## config.mk

```make
export PLATFORM = sky130hd
export DESIGN_NAME = poly_match_string_kernel_core
export DESIGN_NICKNAME = d
export VERILOG_FILES = /design/src/rtl/pmsk_pkg.sv /design/src/rtl/pmsk_fifo.sv /design/src/rtl/pmsk_front.sv /design/src/rtl/pmsk_back.sv /design/src/rtl/poly_match_string_kernel_core.sv
export VERILOG_INCLUDE_DIRS = /design/src /design/src/rtl
export SDC_FILE = /design/constraint.sdc
export NUM_CORES = 2
export LEC_CHECK = 0
export BUFFER_PORTS_ARGS = -buffer_cell sky130_fd_sc_hd__buf_2
export CAP_MARGIN = 40
export CORE_ASPECT_RATIO = 2
export CORE_UTILIZATION = 30
export CTS_BUF_LIST = sky130_fd_sc_hd__clkbuf_2
export CTS_CLUSTER_SIZE = 20
export DETAILED_ROUTE_END_ITERATION = 12
export HOLD_SLACK_MARGIN = 0.15
export SYNTH_ARGS = -nofsm -noshare
export SYNTH_HDL_FRONTEND = slang
export SYNTH_SLANG_ARGS = --single-unit
```

## constraint.sdc

```tcl
create_clock -name clk -period 6.8 [get_ports clk]
set_input_delay 1.36 -clock clk [delete_from_list [all_inputs] [get_ports clk]]
set_output_delay 1.36 -clock clk [all_outputs]
set_load 0.03 [all_outputs]
```

## src/rtl/poly_match_string_kernel_core_defines.svh

```systemverilog
// ----------------------------------------------------------------------------
// Assertion macros for the polynomial match string kernel.
// ----------------------------------------------------------------------------
`ifndef POLY_MATCH_STRING_KERNEL_CORE_DEFINES_SVH
`define POLY_MATCH_STRING_KERNEL_CORE_DEFINES_SVH

// Checked on every edge outside of reset.
`define PMSK_ASSERT(label, prop, msg) \
  label: assert property (@(posedge clk) disable iff (rst) prop) else $error(msg);

// Checked on every edge, reset included.
`define PMSK_ASSERT_ALWAYS(label, prop, msg) \
  label: assert property (@(posedge clk) prop) else $error(msg);

`endif

```

## src/rtl/pmsk_pkg.sv

```systemverilog
// ----------------------------------------------------------------------------
// pmsk_pkg
// Shared constants and types of the polynomial match string kernel.
// ----------------------------------------------------------------------------
package pmsk_pkg;

  localparam int MAX_LEN    = 4096;
  localparam int SYM_W      = 16;
  localparam int COUNT_W    = 13;
  localparam int DEG_W      = 5;
  localparam int VAL_W      = 64;
  localparam int PROD_W     = VAL_W + COUNT_W;
  localparam int CFG_IDX_W  = 2;
  localparam int CFG_DATA_W = DEG_W;

  localparam int FIFO_DEPTH = 2;
  localparam int FIFO_PTR_W = $clog2(FIFO_DEPTH);
  localparam int FIFO_CNT_W = $clog2(FIFO_DEPTH + 1);

  // Register indexes of the configuration port.
  localparam logic [CFG_IDX_W-1:0] REG_POLY_DEGREE   = 2'd0;
  localparam logic [CFG_IDX_W-1:0] REG_INHOMOGENEOUS = 2'd1;

  localparam logic [DEG_W-1:0] DEGREE_RESET = 5'd2;

  typedef struct packed {
    logic [DEG_W-1:0] poly_degree;
    logic             inhomogeneous;
  } cfg_t;

  // One finished string pair waiting for the power unit.
  typedef struct packed {
    logic [COUNT_W-1:0] base;
  } job_t;

  typedef struct packed {
    logic full;
    logic empty;
  } fifo_stat_t;

endpackage

```

## src/rtl/pmsk_fifo.sv

```systemverilog
// ----------------------------------------------------------------------------
// pmsk_fifo
// Short job queue between the match counter and the power unit.
// ----------------------------------------------------------------------------
module pmsk_fifo (
  input  logic                clk,
  input  logic                rst,
  input  logic                wr_en,
  input  pmsk_pkg::job_t      wr_job,
  input  logic                rd_en,
  output pmsk_pkg::job_t      rd_job,
  output pmsk_pkg::fifo_stat_t stat
);

  pmsk_pkg::job_t                      entries [pmsk_pkg::FIFO_DEPTH];
  logic [pmsk_pkg::FIFO_PTR_W-1:0]     wr_ptr;
  logic [pmsk_pkg::FIFO_PTR_W-1:0]     rd_ptr;
  logic [pmsk_pkg::FIFO_CNT_W-1:0]     count;
  logic                                do_wr;
  logic                                do_rd;

  assign stat.full  = (count == pmsk_pkg::FIFO_CNT_W'(pmsk_pkg::FIFO_DEPTH));
  assign stat.empty = (count == '0);
  assign do_wr      = wr_en && !stat.full;
  assign do_rd      = rd_en && !stat.empty;
  assign rd_job     = entries[rd_ptr];

  always_ff @(posedge clk) begin
    if (do_wr) begin
      entries[wr_ptr] <= wr_job;
    end
  end

  always_ff @(posedge clk) begin
    if (rst) begin
      wr_ptr <= '0;
      rd_ptr <= '0;
      count  <= '0;
    end else begin
      if (do_wr) begin
        wr_ptr <= (wr_ptr == pmsk_pkg::FIFO_PTR_W'(pmsk_pkg::FIFO_DEPTH - 1)) ?
                  '0 : wr_ptr + 1'b1;
      end
      if (do_rd) begin
        rd_ptr <= (rd_ptr == pmsk_pkg::FIFO_PTR_W'(pmsk_pkg::FIFO_DEPTH - 1)) ?
                  '0 : rd_ptr + 1'b1;
      end
      case ({do_wr, do_rd})
        2'b10:   count <= count + 1'b1;
        2'b01:   count <= count - 1'b1;
        default: count <= count;
      endcase
    end
  end

endmodule

```

## src/rtl/pmsk_front.sv

```systemverilog
// ----------------------------------------------------------------------------
// pmsk_front
// Counts matching symbol pairs and queues the base of each finished string.
// ----------------------------------------------------------------------------
module pmsk_front (
  input  logic                        clk,
  input  logic                        rst,
  input  pmsk_pkg::cfg_t              cfg,
  input  logic                        push,
  input  logic [pmsk_pkg::SYM_W-1:0]  symbol_a,
  input  logic [pmsk_pkg::SYM_W-1:0]  symbol_b,
  input  logic                        last_pair,
  input  pmsk_pkg::fifo_stat_t        q_stat,
  output logic                        q_wr,
  output pmsk_pkg::job_t              q_job
);

  logic [pmsk_pkg::COUNT_W-1:0] match_count;
  logic [pmsk_pkg::COUNT_W-1:0] match_count_next;
  logic                         accept;

  assign accept = push && !q_stat.full;

  // The counter stops at the maximum string length.
  always_comb begin
    match_count_next = match_count;
    if ((symbol_a == symbol_b) &&
        (match_count < pmsk_pkg::COUNT_W'(pmsk_pkg::MAX_LEN))) begin
      match_count_next = match_count + 1'b1;
    end
  end

  assign q_wr       = accept && last_pair;
  assign q_job.base = match_count_next +
                      pmsk_pkg::COUNT_W'(cfg.inhomogeneous);

  always_ff @(posedge clk) begin
    if (rst) begin
      match_count <= '0;
    end else if (accept) begin
      match_count <= last_pair ? '0 : match_count_next;
    end
  end

endmodule

```

## src/rtl/pmsk_back.sv

```systemverilog
// ----------------------------------------------------------------------------
// pmsk_back
// Iterative saturating power unit with a one-entry result register.
// ----------------------------------------------------------------------------
`include "poly_match_string_kernel_core_defines.svh"

module pmsk_back (
  input  logic                        clk,
  input  logic                        rst,
  input  pmsk_pkg::cfg_t              cfg,
  input  pmsk_pkg::job_t              q_job,
  input  pmsk_pkg::fifo_stat_t        q_stat,
  output logic                        q_rd,
  input  logic                        pop,
  output logic                        empty,
  output logic [pmsk_pkg::VAL_W-1:0]  kernel_value,
  output logic                        overflow
);

  typedef enum logic [1:0] {IDLE, MUL, HOLD} state_t;

  state_t                        state;
  logic [pmsk_pkg::COUNT_W-1:0]  base;
  logic [pmsk_pkg::VAL_W-1:0]    acc;
  logic                          acc_ovf;
  logic [pmsk_pkg::DEG_W-1:0]    remaining;
  logic [pmsk_pkg::DEG_W-1:0]    degree_eff;
  logic [pmsk_pkg::PROD_W-1:0]   prod;
  logic                          out_valid;

  assign degree_eff = (cfg.poly_degree == '0) ? pmsk_pkg::DEG_W'(1) : cfg.poly_degree;
  assign q_rd       = (state == IDLE) && !q_stat.empty;
  assign prod       = pmsk_pkg::PROD_W'(acc) * pmsk_pkg::PROD_W'(base);
  assign empty      = !out_valid;

  always_ff @(posedge clk) begin
    if (rst) begin
      state     <= IDLE;
      out_valid <= 1'b0;
    end else begin
      // A finished power refills the result register in the cycle it is popped.
      if ((state == HOLD) && (!out_valid || pop)) begin
        out_valid <= 1'b1;
      end else if (pop && out_valid) begin
        out_valid <= 1'b0;
      end
      case (state)
        IDLE: begin
          if (!q_stat.empty) begin
            base      <= q_job.base;
            acc       <= pmsk_pkg::VAL_W'(q_job.base);
            acc_ovf   <= 1'b0;
            remaining <= degree_eff - 1'b1;
            // A base of zero or one is its own power, and so is any base at an effective degree of one.
            if ((q_job.base <= pmsk_pkg::COUNT_W'(1)) || (degree_eff == pmsk_pkg::DEG_W'(1))) begin
              state <= HOLD;
            end else begin
              state <= MUL;
            end
          end
        end
        MUL: begin
          if (prod[pmsk_pkg::PROD_W-1:pmsk_pkg::VAL_W] != '0) begin
            acc     <= '1;
            acc_ovf <= 1'b1;
            state   <= HOLD;
          end else begin
            acc       <= prod[pmsk_pkg::VAL_W-1:0];
            remaining <= remaining - 1'b1;
            if (remaining == pmsk_pkg::DEG_W'(1)) begin
              state <= HOLD;
            end
          end
        end
        HOLD: begin
          if (!out_valid || pop) begin
            kernel_value <= acc;
            overflow     <= acc_ovf;
            state        <= IDLE;
          end
        end
        default: state <= IDLE;
      endcase
    end
  end

  `PMSK_ASSERT(a_mul_has_work, (state == MUL) |-> (remaining != '0), "power unit ran past its degree")
  `PMSK_ASSERT(a_ovf_saturates, (out_valid && overflow) |-> (kernel_value == '1), "overflow without saturation")
  `PMSK_ASSERT(a_take_when_idle, q_rd |=> (state != IDLE), "job taken but power unit stayed idle")
  `PMSK_ASSERT_ALWAYS(a_reset_clears, rst |=> ((state == IDLE) && !out_valid), "reset left the power unit busy")

endmodule

```

## src/rtl/poly_match_string_kernel_core.sv

```systemverilog
// ----------------------------------------------------------------------------
// poly_match_string_kernel_core
// Polynomial match kernel over two word strings streamed as aligned pairs.
//
//   channel   handshake         payload
//   input     push / full       symbol_a, symbol_b, last_pair
//   result    pop / empty       kernel_value, overflow
//   config    cfg_we            cfg_index, cfg_data
//
// One symbol pair is taken per cycle while full is low; the match counter never stalls it.
// A pair marked last queues a job; the power unit then raises its base to
// the degree d, with zero read as one, by one 64x13 multiply per cycle (fewer
// multiplies on overflow or a base of zero or one), before the result is registered.
// full rises only while the two-entry job queue is full; reset is
// synchronous and clears the counter and queue and empties the result register.
// ----------------------------------------------------------------------------
module poly_match_string_kernel_core (
  input  logic                             clk,
  input  logic                             rst,
  input  logic                             push,
  output logic                             full,
  input  logic [pmsk_pkg::SYM_W-1:0]       symbol_a,
  input  logic [pmsk_pkg::SYM_W-1:0]       symbol_b,
  input  logic                             last_pair,
  output logic                             empty,
  input  logic                             pop,
  output logic [pmsk_pkg::VAL_W-1:0]       kernel_value,
  output logic                             overflow,
  input  logic                             cfg_we,
  input  logic [pmsk_pkg::CFG_IDX_W-1:0]   cfg_index,
  input  logic [pmsk_pkg::CFG_DATA_W-1:0]  cfg_data
);

  pmsk_pkg::cfg_t       cfg;
  pmsk_pkg::job_t       wr_job;
  pmsk_pkg::job_t       rd_job;
  pmsk_pkg::fifo_stat_t q_stat;
  logic                 q_wr;
  logic                 q_rd;

  always_ff @(posedge clk) begin
    if (rst) begin
      cfg.poly_degree   <= pmsk_pkg::DEGREE_RESET;
      cfg.inhomogeneous <= 1'b0;
    end else if (cfg_we) begin
      case (cfg_index)
        pmsk_pkg::REG_POLY_DEGREE:   cfg.poly_degree   <= cfg_data;
        pmsk_pkg::REG_INHOMOGENEOUS: cfg.inhomogeneous <= cfg_data[0];
        default: ;
      endcase
    end
  end

  assign full = q_stat.full;

  pmsk_front u_front (
    .clk       (clk),
    .rst       (rst),
    .cfg       (cfg),
    .push      (push),
    .symbol_a  (symbol_a),
    .symbol_b  (symbol_b),
    .last_pair (last_pair),
    .q_stat    (q_stat),
    .q_wr      (q_wr),
    .q_job     (wr_job)
  );

  pmsk_fifo u_fifo (
    .clk    (clk),
    .rst    (rst),
    .wr_en  (q_wr),
    .wr_job (wr_job),
    .rd_en  (q_rd),
    .rd_job (rd_job),
    .stat   (q_stat)
  );

  pmsk_back u_back (
    .clk          (clk),
    .rst          (rst),
    .cfg          (cfg),
    .q_job        (rd_job),
    .q_stat       (q_stat),
    .q_rd         (q_rd),
    .pop          (pop),
    .empty        (empty),
    .kernel_value (kernel_value),
    .overflow     (overflow)
  );

endmodule

```

==> results.md <==
* Cell Area, Placed at 39200 µm²
* Outcome: finished, violations left
* CP endpoint kind: register
* MaxCap Viol Count at 0
* Post-Syn Area per Cell at 9.18 µm²
* Share of layout cells above drive strength 1 at 20.6%
* CP Class: register to register
* WL met1 at 35100 µm
* WL met2 at 60600 µm
* Die H at 479 µm
* Post-Syn Instances at 3723
* Number of flops mapped to enable cells by yosys at 174
* Final Hold Viols at 0
* Port buffer count at 111
* Root Buffer: clkbuf_2
* Fin Setup TNS at -3.87 ns
* Pins Over Slew Limit at 0
* Critical path peak fanout at 7
* Design area at 42100 µm²
* Period utilisation layout at 102%
* Die ar. at 115000 µm²
* Post-DP HPWL at 83800 µm
* DRT iter0 DRCs at 1356
* Clock transition at path regs at 0.12 ns
* Top Metal Used: met5
* Total GRT Usage at 19.3%
* Final worst path period need at 6.91 ns
* Multi-input logic area at 26000 µm²
* Fmax at 0.145 GHz
* Htree depth at 2
* Most used DFF post-synth: edfxtp_1
* Largest net degree at the start of global routing at 74
* Crit path launch type: register
* First-pass GRT wire length at 170000 µm
* Overflow after GRT at 0
* Io pins at 112
* GPL Wtd Cong at 0.964
* Core Region at 113000 µm²
* Tightest Hold Check Type: input port to register
* Final worst slack at -0.112 ns
* Leading cell types in the layout, fill and taps excluded: 726 x inv_1, 672 x fa_1, 556 x nand2_1, 383 x and2_1, 357 x buf_4
* Worst Clk Skew at 0.168 ns
* Critical Path RT at 7.69 ns
* Fillcell total at 11400
* Count of different cell masters after synthesis at 75
* Row cnt at 174
* Clk_lat worst skew at 1.24 ns
* Routed via count at 27400
* Routed length per instance at 19.0 µm
* Initial antenna violation count at 3
* Via density at 4.84
* Final #Nets at 4977
* Starting Density at 30.3%
* Seq/Total Area, Yosys at 16.9%
* DP Worst Slack at -0.385 ns
* FF+latch count, synth at 201
* Area delta synth->final at 23.2%
* Remaining antenna violation count after routing at 0
* Commonest non-fill, non-tap cell in the layout: inv_1
* Total Wirelength at 108000 µm
* CTS sink count at 201
* FF/Latch Area at 5770 µm²
* Failing checks: negative setup slack
* Yosys warns at 0
* Number of global-route vias before repair at 31300
* Syn Std Cell Area at 34200 µm²
* Max-Slew Margin vs Limit at 37.9%
* Post-synth ARST share at 0%
* Mapped Nets at 4580
* Total CTS buffers at 50
* Worst-Margin Slew at 0.932 ns
* # DRC at 0
* Setup-failing EPs final at 62
* Arrival @ worst endpoint at 7.80 ns
* RSZ-0062 raised after global routing: yes
* CTS tree: yes
* Drt first pass iters at 6
* CTS Buffer Depth at 3
* Met3 routed WL at 4100 µm
* Die W at 241 µm
-- worst paths after layout --
check	startpoint	to	slack [ns]	cells after the start
hold / removal	cfg_data[1]	cfg[2]$_SDFFE_PP1P_	0.42	3
setup reg to reg	u_back.base[1]$_DFFE_PP_	u_back.acc[3]$_DFFE_PP_	-0.11	26
setup / recovery	u_back.base[1]$_DFFE_PP_	u_back.acc[3]$_DFFE_PP_	-0.11	26
hold reg to reg	u_back.acc_ovf$_DFFE_PP_	u_back.overflow$_DFFE_PP_	0.51	0
-- area by class of cell --
class / instances / area share, %
well taps: 1496 / 4.45
diodes: 3 / 0.0178
multi-input cells: 2563 / 61.7
clock buffers: 64 / 0.761
flip-flops and latches: 201 / 13.7
inverters: 742 / 6.62
clock inverters: 28 / 0.586
repair buffers: 562 / 12.2
-- cells in the mapped netlist (all sizes together), types with 27 or more instances --
cell	number	area, µm²
and2	392	2450
nor2	112	423
inv	742	2790
ha	130	1630
nand3	31	160
nand2	574	2150
xnor2	50	438
o21ai	85	429
nand4	35	219
dfxtp	27	541
edfxtp	174	5230
clkbuf	203	762
fa	682	13700
xor2	63	552
a21oi	185	926
-- metrics by stage --
step	cells	util (%)	hold WS, ns
2_1_floorplan	3723	-	0.400
3_3_place_gp	5494	34.8	0.466
3_5_place_dp	5496	34.8	0.485
4_1_cts	5650	37.0	0.289
5_1_grt	5658	37.3	0.360
6_report	5659	37.3	0.418
-- kinds of logic after synthesis --
logic type,count (synthesis),share of synthesized area [%]
buf+inv,959,10.6
xor+xnor,113,2.90
simple gates,1228,17.5
fa+ha+maj,812,44.7
compound gates,389,6.74
mux,21,0.641
flops,201,16.9
-- critical path, cell delays in order (launching register included) --
cell	delay, ns
edfxtp_1	0.41
buf_6	0.16
buf_12	0.14
buf_16	0.14
and2_1	0.15
fa_1	0.53
inv_1	0.05
fa_1	0.47
inv_1	0.06
fa_1	0.48
fa_1	0.58
fa_1	0.45
ha_1	0.41
buf_4	0.16
nand2_1	0.15
o21ai_2	0.24
a31oi_4	0.07
o31a_2	0.38
o31ai_4	0.28
a21oi_1	0.14
xor2_1	0.19
o2111ai_2	0.15
nor4_4	0.24
buf_6	0.23
buf_8	0.15
buf_6	0.12
a22oi_1	0.06
-- per-layer routing --
metal,vias up,global-route usage [%]
met1,14100,18.4
met5,-,0
met3,377,2.34
met2,768,37.6
li1,12100,-
met4,2,13.0
-- flip-flops by register name, indices dropped and copies added, names as in the netlist, 2 cells and up, named ones only --
signal / cells
cfg: 6
u_back.remaining: 5
u_back.base: 13
u_back.acc: 64
u_fifo.count: 2
u_fifo.entries: 26
u_back.state: 2
u_back.kernel_value: 64
u_front.match_count: 13
-- timing repair --
| action | 4_1_cts | 5_1_grt |
|---|---|---|
| pin swaps | 62 | 13 |
| setup endpoints to repair | 72 | 72 |
| hold buffers | 0 | 0 |
| buffers inserted | 51 | 6 |
| resized for setup | 230 | 60 |
| cloned | 14 | 1 |
Power is left out: the tool's default activity adds up to more than one toggle a clock period on the data nets, which glitch-free logic cannot reach.
